**config.mk**
```make
export PLATFORM = sky130hd
export DESIGN_NAME = cpf_check_digit_validator_flat
export DESIGN_NICKNAME = d
export VERILOG_FILES = /design/src/rtl/cpf_pkg.sv /design/src/rtl/cpf_if.sv /design/src/rtl/cpf_digit_acc.sv /design/src/rtl/cpf_check_digit_validator.sv /design/src/flat_wrapper.sv
export SDC_FILE = /design/constraint.sdc
export NUM_CORES = 1
export LEC_CHECK = 0
export BUFFER_PORTS_ARGS = -buffer_cell sky130_fd_sc_hd__clkbuf_2
export CORE_ASPECT_RATIO = 1.25
export CORE_MARGIN = 4
export CORE_UTILIZATION = 38
export DETAILED_ROUTE_END_ITERATION = 7
export PLACE_DENSITY_LB_ADDON = 0.05
export REMOVE_ABC_BUFFERS = 1
export SETUP_SLACK_MARGIN = 0.3
export SKIP_LAST_GASP = 1
export SLEW_MARGIN = 20
export SYNTH_ARGS = -nofsm -noshare
export SYNTH_HDL_FRONTEND = slang
export SYNTH_SLANG_ARGS = --single-unit
```
**constraint.sdc**
```tcl
create_clock -name clk -period 11.37 [get_ports clk]
set_clock_uncertainty 0.1 [all_clocks]
set_input_delay 1.137 -clock clk [delete_from_list [all_inputs] [get_ports clk]]
set_output_delay 1.137 -clock clk [all_outputs]
set_load 0.03 [all_outputs]
```
**src/rtl/cpf_pkg.sv**
```systemverilog
`timescale 1ns / 1ps

package cpf_pkg;

  localparam logic [3:0] PLAIN_LEN   = 4'd11;
  localparam logic [3:0] PUNCT_LEN   = 4'd14;
  localparam logic [3:0] COUNT_TOP   = 4'd15;
  localparam logic [1:0] SEP_TOP     = 2'd3;
  localparam logic [1:0] DOTS_NEEDED = 2'd2;
  localparam logic [1:0] HYPH_NEEDED = 2'd1;
  localparam logic [3:0] FIRST_TOP_W = 4'd10;
  localparam logic [3:0] SECOND_TOP_W = 4'd11;
  localparam logic [3:0] FIRST_SPAN  = 4'd9;
  localparam logic [3:0] SECOND_SPAN = 4'd10;
  localparam logic [7:0] ZERO_CODE   = 8'h30;
  localparam logic [7:0] NINE_CODE   = 8'h39;
  localparam logic [7:0] DOT_CODE    = 8'h2E;
  localparam logic [7:0] HYPHEN_CODE = 8'h2D;

  typedef struct packed {
    logic       advance;
    logic       last_char;
    logic [7:0] char_code;
  } step_t;

  // Reduce a value below 110 to its residue mod 11.
  function automatic logic [3:0] fold_mod11(input logic [6:0] v);
    logic [6:0] t;
    t = v;
    if (t >= 7'd88) t = t - 7'd88;
    if (t >= 7'd44) t = t - 7'd44;
    if (t >= 7'd22) t = t - 7'd22;
    if (t >= 7'd11) t = t - 7'd11;
    return t[3:0];
  endfunction

  // (sum * 10) mod 11 is -sum mod 11; a result of 10 maps to 0.
  function automatic logic [3:0] check_digit(input logic [3:0] residue);
    logic [3:0] c;
    if (residue <= 4'd1) c = 4'd0;
    else c = 4'd11 - residue;
    return c;
  endfunction

endpackage

```
**src/rtl/cpf_if.sv**
```systemverilog
`timescale 1ns / 1ps

interface cpf_char_if;
  logic       valid;
  logic       ready;
  logic [7:0] char_code;
  logic       last_char;

  modport source (output valid, output char_code, output last_char, input ready);
  modport sink (input valid, input char_code, input last_char, output ready);
endinterface

interface cpf_result_if;
  logic valid;
  logic ready;
  logic id_valid;

  modport source (output valid, output id_valid, input ready);
  modport sink (input valid, input id_valid, output ready);
endinterface

```
**src/rtl/cpf_digit_acc.sv**
```systemverilog
`timescale 1ns / 1ps

module cpf_digit_acc (
  input  logic           clk,
  input  logic           rst,
  input  cpf_pkg::step_t step,
  output logic           verdict
);

  logic [3:0] char_count, char_count_next;
  logic [3:0] digit_count, digit_count_next;
  logic [1:0] dot_count, dot_count_next;
  logic [1:0] hyphen_count, hyphen_count_next;
  logic       bad_char_seen, bad_char_seen_next;
  logic [3:0] first_res, first_res_next;
  logic [3:0] second_res, second_res_next;
  logic [3:0] tenth_digit, tenth_digit_next;
  logic [3:0] eleventh_digit, eleventh_digit_next;

  logic       is_digit;
  logic [3:0] digit;
  logic [3:0] first_w, second_w;
  logic [7:0] first_prod, second_prod;
  logic       fmt_ok;

  assign is_digit    = (step.char_code >= cpf_pkg::ZERO_CODE) &&
                       (step.char_code <= cpf_pkg::NINE_CODE);
  assign digit       = step.char_code[3:0];
  assign first_w     = cpf_pkg::FIRST_TOP_W - digit_count;
  assign second_w    = cpf_pkg::SECOND_TOP_W - digit_count;
  assign first_prod  = digit * first_w;
  assign second_prod = digit * second_w;

  always_comb begin
    char_count_next     = (char_count == cpf_pkg::COUNT_TOP) ? char_count : char_count + 4'd1;
    digit_count_next    = digit_count;
    dot_count_next      = dot_count;
    hyphen_count_next   = hyphen_count;
    bad_char_seen_next  = bad_char_seen;
    first_res_next      = first_res;
    second_res_next     = second_res;
    tenth_digit_next    = tenth_digit;
    eleventh_digit_next = eleventh_digit;

    priority if (is_digit) begin
      if (digit_count < cpf_pkg::FIRST_SPAN) begin
        first_res_next = cpf_pkg::fold_mod11({3'b000, first_res} + first_prod[6:0]);
      end
      if (digit_count < cpf_pkg::SECOND_SPAN) begin
        second_res_next = cpf_pkg::fold_mod11({3'b000, second_res} + second_prod[6:0]);
      end
      if (digit_count == cpf_pkg::FIRST_SPAN) tenth_digit_next = digit;
      if (digit_count == cpf_pkg::SECOND_SPAN) eleventh_digit_next = digit;
      if (digit_count != cpf_pkg::COUNT_TOP) digit_count_next = digit_count + 4'd1;
    end else if (step.char_code == cpf_pkg::DOT_CODE) begin
      if (dot_count != cpf_pkg::SEP_TOP) dot_count_next = dot_count + 2'd1;
    end else if (step.char_code == cpf_pkg::HYPHEN_CODE) begin
      if (hyphen_count != cpf_pkg::SEP_TOP) hyphen_count_next = hyphen_count + 2'd1;
    end else begin
      bad_char_seen_next = 1'b1;
    end
  end

  always_comb begin
    priority if (bad_char_seen_next) begin
      fmt_ok = 1'b0;
    end else if (char_count_next == cpf_pkg::PLAIN_LEN) begin
      fmt_ok = (digit_count_next == cpf_pkg::PLAIN_LEN);
    end else if (char_count_next == cpf_pkg::PUNCT_LEN) begin
      fmt_ok = (dot_count_next == cpf_pkg::DOTS_NEEDED) &&
               (hyphen_count_next == cpf_pkg::HYPH_NEEDED) &&
               (digit_count_next == cpf_pkg::PLAIN_LEN);
    end else begin
      fmt_ok = 1'b0;
    end
  end

  assign verdict = fmt_ok &&
                   (cpf_pkg::check_digit(first_res_next) == tenth_digit_next) &&
                   (cpf_pkg::check_digit(second_res_next) == eleventh_digit_next);

  always_ff @(posedge clk) begin
    if (rst || (step.advance && step.last_char)) begin
      // start a fresh ID after the verdict
      char_count     <= '0;
      digit_count    <= '0;
      dot_count      <= '0;
      hyphen_count   <= '0;
      bad_char_seen  <= 1'b0;
      first_res      <= '0;
      second_res     <= '0;
      tenth_digit    <= '0;
      eleventh_digit <= '0;
    end else if (step.advance) begin
      char_count     <= char_count_next;
      digit_count    <= digit_count_next;
      dot_count      <= dot_count_next;
      hyphen_count   <= hyphen_count_next;
      bad_char_seen  <= bad_char_seen_next;
      first_res      <= first_res_next;
      second_res     <= second_res_next;
      tenth_digit    <= tenth_digit_next;
      eleventh_digit <= eleventh_digit_next;
    end
  end

endmodule

```
**src/rtl/cpf_check_digit_validator.sv**
```systemverilog
`timescale 1ns / 1ps

// CPF check digit validator.
// char_in carries one ASCII character of a taxpayer ID per word, with
// last_char set on the final character. result_out carries one word per ID,
// id_valid = 1 when the ID is 11 digits (or 14 characters with two dots and
// one hyphen) and both mod-11 check digits match.
// Throughput: one character per clock while result_out is not stalled.
// Each character is captured in an input register, then folded into the
// running residues and counters; the verdict is formed as the last character
// leaves the input register and lands in the output register.
// A stalled result_out holds the verdict; characters of the next ID keep
// flowing until its last character reaches the held verdict, then char_in
// drops ready. ready on char_in follows result_out.ready combinationally.
// Reset (synchronous, rst high) empties both registers and clears all
// counters and residues; the first character after reset starts a new ID.
module cpf_check_digit_validator (
  input logic                clk,
  input logic                rst,
  cpf_char_if.sink           char_in,
  cpf_result_if.source       result_out
);

  logic       s1_valid;
  logic [7:0] s1_char;
  logic       s1_last;
  logic       s1_advance;
  logic       out_valid;
  logic       id_valid;
  logic       verdict;

  cpf_pkg::step_t step;

  // a non-final character never waits on the output register
  assign s1_advance = s1_valid && (!s1_last || !out_valid || result_out.ready);
  assign char_in.ready = !s1_valid || s1_advance;

  assign step.advance   = s1_advance;
  assign step.last_char = s1_last;
  assign step.char_code = s1_char;

  cpf_digit_acc u_acc (
    .clk     (clk),
    .rst     (rst),
    .step    (step),
    .verdict (verdict)
  );

  always_ff @(posedge clk) begin
    if (rst) begin
      s1_valid <= 1'b0;
    end else if (char_in.ready) begin
      s1_valid <= char_in.valid;
    end
    if (char_in.ready) begin
      s1_char <= char_in.char_code;
      s1_last <= char_in.last_char;
    end
  end

  always_ff @(posedge clk) begin
    if (rst) begin
      out_valid <= 1'b0;
    end else if (s1_advance && s1_last) begin
      out_valid <= 1'b1;
    end else if (result_out.ready) begin
      out_valid <= 1'b0;
    end
    if (s1_advance && s1_last) begin
      id_valid <= verdict;
    end
  end

  assign result_out.valid    = out_valid;
  assign result_out.id_valid = id_valid;

endmodule

```
**src/flat_wrapper.sv**
```systemverilog
// flat-port wrapper written by rule: the top's interface ports become plain ports
module cpf_check_digit_validator_flat 
  (clk, rst, char_in_valid, char_in_char_code, char_in_last_char, char_in_ready, result_out_valid, result_out_id_valid, result_out_ready);
  cpf_char_if char_in_i ();
  cpf_result_if result_out_i ();
  input logic clk;
  input logic rst;
  input wire logic [$bits(char_in_i.valid)-1:0] char_in_valid;
  input wire logic [$bits(char_in_i.char_code)-1:0] char_in_char_code;
  input wire logic [$bits(char_in_i.last_char)-1:0] char_in_last_char;
  output wire logic [$bits(char_in_i.ready)-1:0] char_in_ready;
  output wire logic [$bits(result_out_i.valid)-1:0] result_out_valid;
  output wire logic [$bits(result_out_i.id_valid)-1:0] result_out_id_valid;
  input wire logic [$bits(result_out_i.ready)-1:0] result_out_ready;
  assign char_in_i.valid = char_in_valid;
  assign char_in_i.char_code = char_in_char_code;
  assign char_in_i.last_char = char_in_last_char;
  assign char_in_ready = char_in_i.ready;
  assign result_out_valid = result_out_i.valid;
  assign result_out_id_valid = result_out_i.id_valid;
  assign result_out_i.ready = result_out_ready;
  cpf_check_digit_validator u_core (.clk(clk), .rst(rst), .char_in(char_in_i), .result_out(result_out_i));
endmodule
```
==> impl_metrics.ini <==
[floorplanning]
dieWidth_um = 115.7
fp.coreArea_um2 = 13990
ios = 16
rows = 48
die_h_um = 142.6
start_util_pct = 39.35
dieArea_um2 = 16490

[final_layout]
fin_cells = 853
n_fill_cell = 1446
antenna_cells = 0
nets = 752
drive_gt1_share_pct = 10.77
area_growth_pct = 6.703

[synthesis]
synth-edff-count = 10
ys_warn_count = 0
yosys.area.top_type = ha_1
synthTopCellsByCount = inv_1 (64), nor2_1 (61), nand2_1 (54), ha_1 (50), a21oi_1 (38)
ys_seq_area_share_pct = 16.72
synthDistinctLibCells = 100
synth_area_um2 = 5507
syn_area_per_cell_um2 = 8.170
synth_area_leaders = ha_1 (11%), dfxtp_1 (11%), edfxtp_1 (5.5%), fa_1 (4.4%), inv_1 (4.4%)
synthCells = 674
yosys.cell_count.top_type = inv_1
synth_top_cell_area_share_pct = 11.36
async_reset_ff_share_pct = 0
ys_ff_latch = 41
ys.flop_type = dfxtp_1

[cts]
insertion_delay_ns = 0.29
postCtsSetupBuffers = 0
hold_buffers = 0
cts_tree = built
cts.clk_slew.worst_paths_ns = 0.07
cts-root-buf = clkbuf_16
cts.sinks = 41
clockBufferDepth = 2
h-tree-depth = 2
cts_resized = 0
cts-buffers-inserted = 5

[detailed_routing]
vias = 5047
dr_wl_met3_um = 224
drc = 0
wl_um = 14280
routed_via_density = 5.917
met2WireLength_um = 7810
first_iter_violations = 186
first_pass_iters = 5
ant_nets = 0
top_layer_used = met4
wl_per_cell_um = 16.74
wl_met1_um = 5945

[timing]
hold_violations = 0
slew_viol_final = 0
fin_tns_setup_ns = 0
relSlewSlack_pct = 37.47
setup_viol = 0
whs_ns = 0.3772
timing.fmax_mhz = 99.40
period_needed_ns = 10.06
tightest_slew_ns = 0.9380
period_share_pct = 88.48
rsz0062_at_grt = no

[worst_setup_path]
crit_path_max_incr_delay_ns = 0.65
criticalPathCategory = reg2reg
start_kind = flop
cp.required_ns = 11.37
arrival_ns = 10.06
critPathCaptureType = flop
crit_slowest_cell = dfxtp_1
worst-path-max-fanout = 15
crit_top_cell = ha_1

[pwr]
leakage_uw = 0.002427
max-vdd-ir-drop_uv = 147.8
p_per_area_nw_per_um2 = 175.3

[placed_design]
gp_congestion = 0.8182
dp_cells = 845
port_buffers = 15
hpwl_um = 11540

[global_route]
track_usage_pct = 17.53
grt_pass1_vias = 4935
grt_pass1_wl_um = 23610
grt_max_degree = 30
overflow = 0
antenna_found_initial = 0

[status]
status = complete, no violations

[min_path]
min_path_type = reg2reg

[run]
drv_cap = 0
placed cells by master (no fill, tap or decap), types with 8 or more instances in the layout:
master    synthesis  final
a211oi_1         15     15
a21o_1            9      9
a21oi_1          38     38
a31oi_1          10     10
and2_1           10     10
clkbuf_2          0     15
dfxtp_1          31     31
edfxtp_1         10     10
fa_1             12     12
ha_1             50     50
inv_1            64     64
mux2i_1          16     16
nand2_1          54     54
nand2b_1          8      8
nand3_1          16     16
nor2_1           61     61
nor2b_1          19     19
nor3_1           17     17
nor4_1            8      8
o211ai_1         10     10
o21ai_0          18     18
xnor2_1          15     15
logic make-up (layout without fill, tap and decap cells):
group,count (synthesis),in the layout,synth area share (%)
adder cells (fa/ha/maj),62,62,15.72
multiplexers,22,22,4.385
flip-flops,41,41,16.72
XOR/XNOR,27,27,5.340
AND/OR/NAND/NOR,232,232,21.09
AO/OA/AOI/OAI,205,205,30.88
buffers and inverters,85,89,5.862
path summary, 6_finish.rpt:
path         depth (start not counted)                              to  slack [ns]                      startpoint
max reg2reg                         37      u_core.result_out.id_valid        1.31     u_core.u_acc.digit_count[0]
min reg2reg                          2  u_core.u_acc.eleventh_digit[1]        0.38  u_core.u_acc.eleventh_digit[1]
min                                  2  u_core.u_acc.eleventh_digit[1]        0.38  u_core.u_acc.eleventh_digit[1]
max                                 37      u_core.result_out.id_valid        1.31     u_core.u_acc.digit_count[0]
critical path, delay by kind of cell, from the launching register on:
kind                       cells  cell delay [ns]
AOI/OAI and AO/OA             14             3.35
xor gates and xnor gates       1             0.37
adders and majority gates      9             3.22
buffers and inverters          4             0.36
DFF                            1             0.65
muxes                          1             0.33
and+or+nand+nor                8             1.47
layout make-up:
class	instances	area [um^2]	area share [%]
clock buffers	5	125.1	2.129
clock inverters	3	25.02	0.4259
inverters	66	247.7	4.216
multi-input cells	548	4263	72.55
flip-flops and latches	41	920.9	15.67
well taps	175	219.0	3.727
repair buffers	15	75.07	1.278
flip-flops by register name, summed over array words and instances, names as in the netlist, 2 cells and up:
name and cells:
u_core.s1_char 8, u_core.u_acc.char_count 4, u_core.u_acc.digit_count 4, u_core.u_acc.eleventh_digit 4
u_core.u_acc.first_res 4, u_core.u_acc.second_res 4, u_core.u_acc.tenth_digit 4, u_core.u_acc.dot_count 2
u_core.u_acc.hyphen_count 2
per-layer routing:
metal / global-route usage (%) / up-vias
met3: 1.616 / 29
met2: 34.63 / 84
met1: 19.60 / 2426
met4: 4.826 / 0
li1: - / 2508
met5: 0 / -
power breakdown:
group | internal (uW) | switching, uW
Combinational | 274 | 451
Sequential | 154 | 5.59
Clock | 82.5 | 63.2
Total | 510 | 520
per-stage QoR:
stage | setup slack, ns | total power [uW] | cell area, um^2 | utilization [%]
finish | 1.310 | 1030 | 5876 | 41.99
global route | 0.5323 | 1111 | 5876 | 41.99
CTS | 1.284 | 1026 | 5876 | 41.99
detailed placement | 1.313 | 876.6 | 5725 | 40.92
global placement | 1.404 | 870.6 | 5725 | 40.92
floorplan | 2.626 | 731.5 | 5431 | -
No activity file was read; power rests on OpenSTA's default activity.
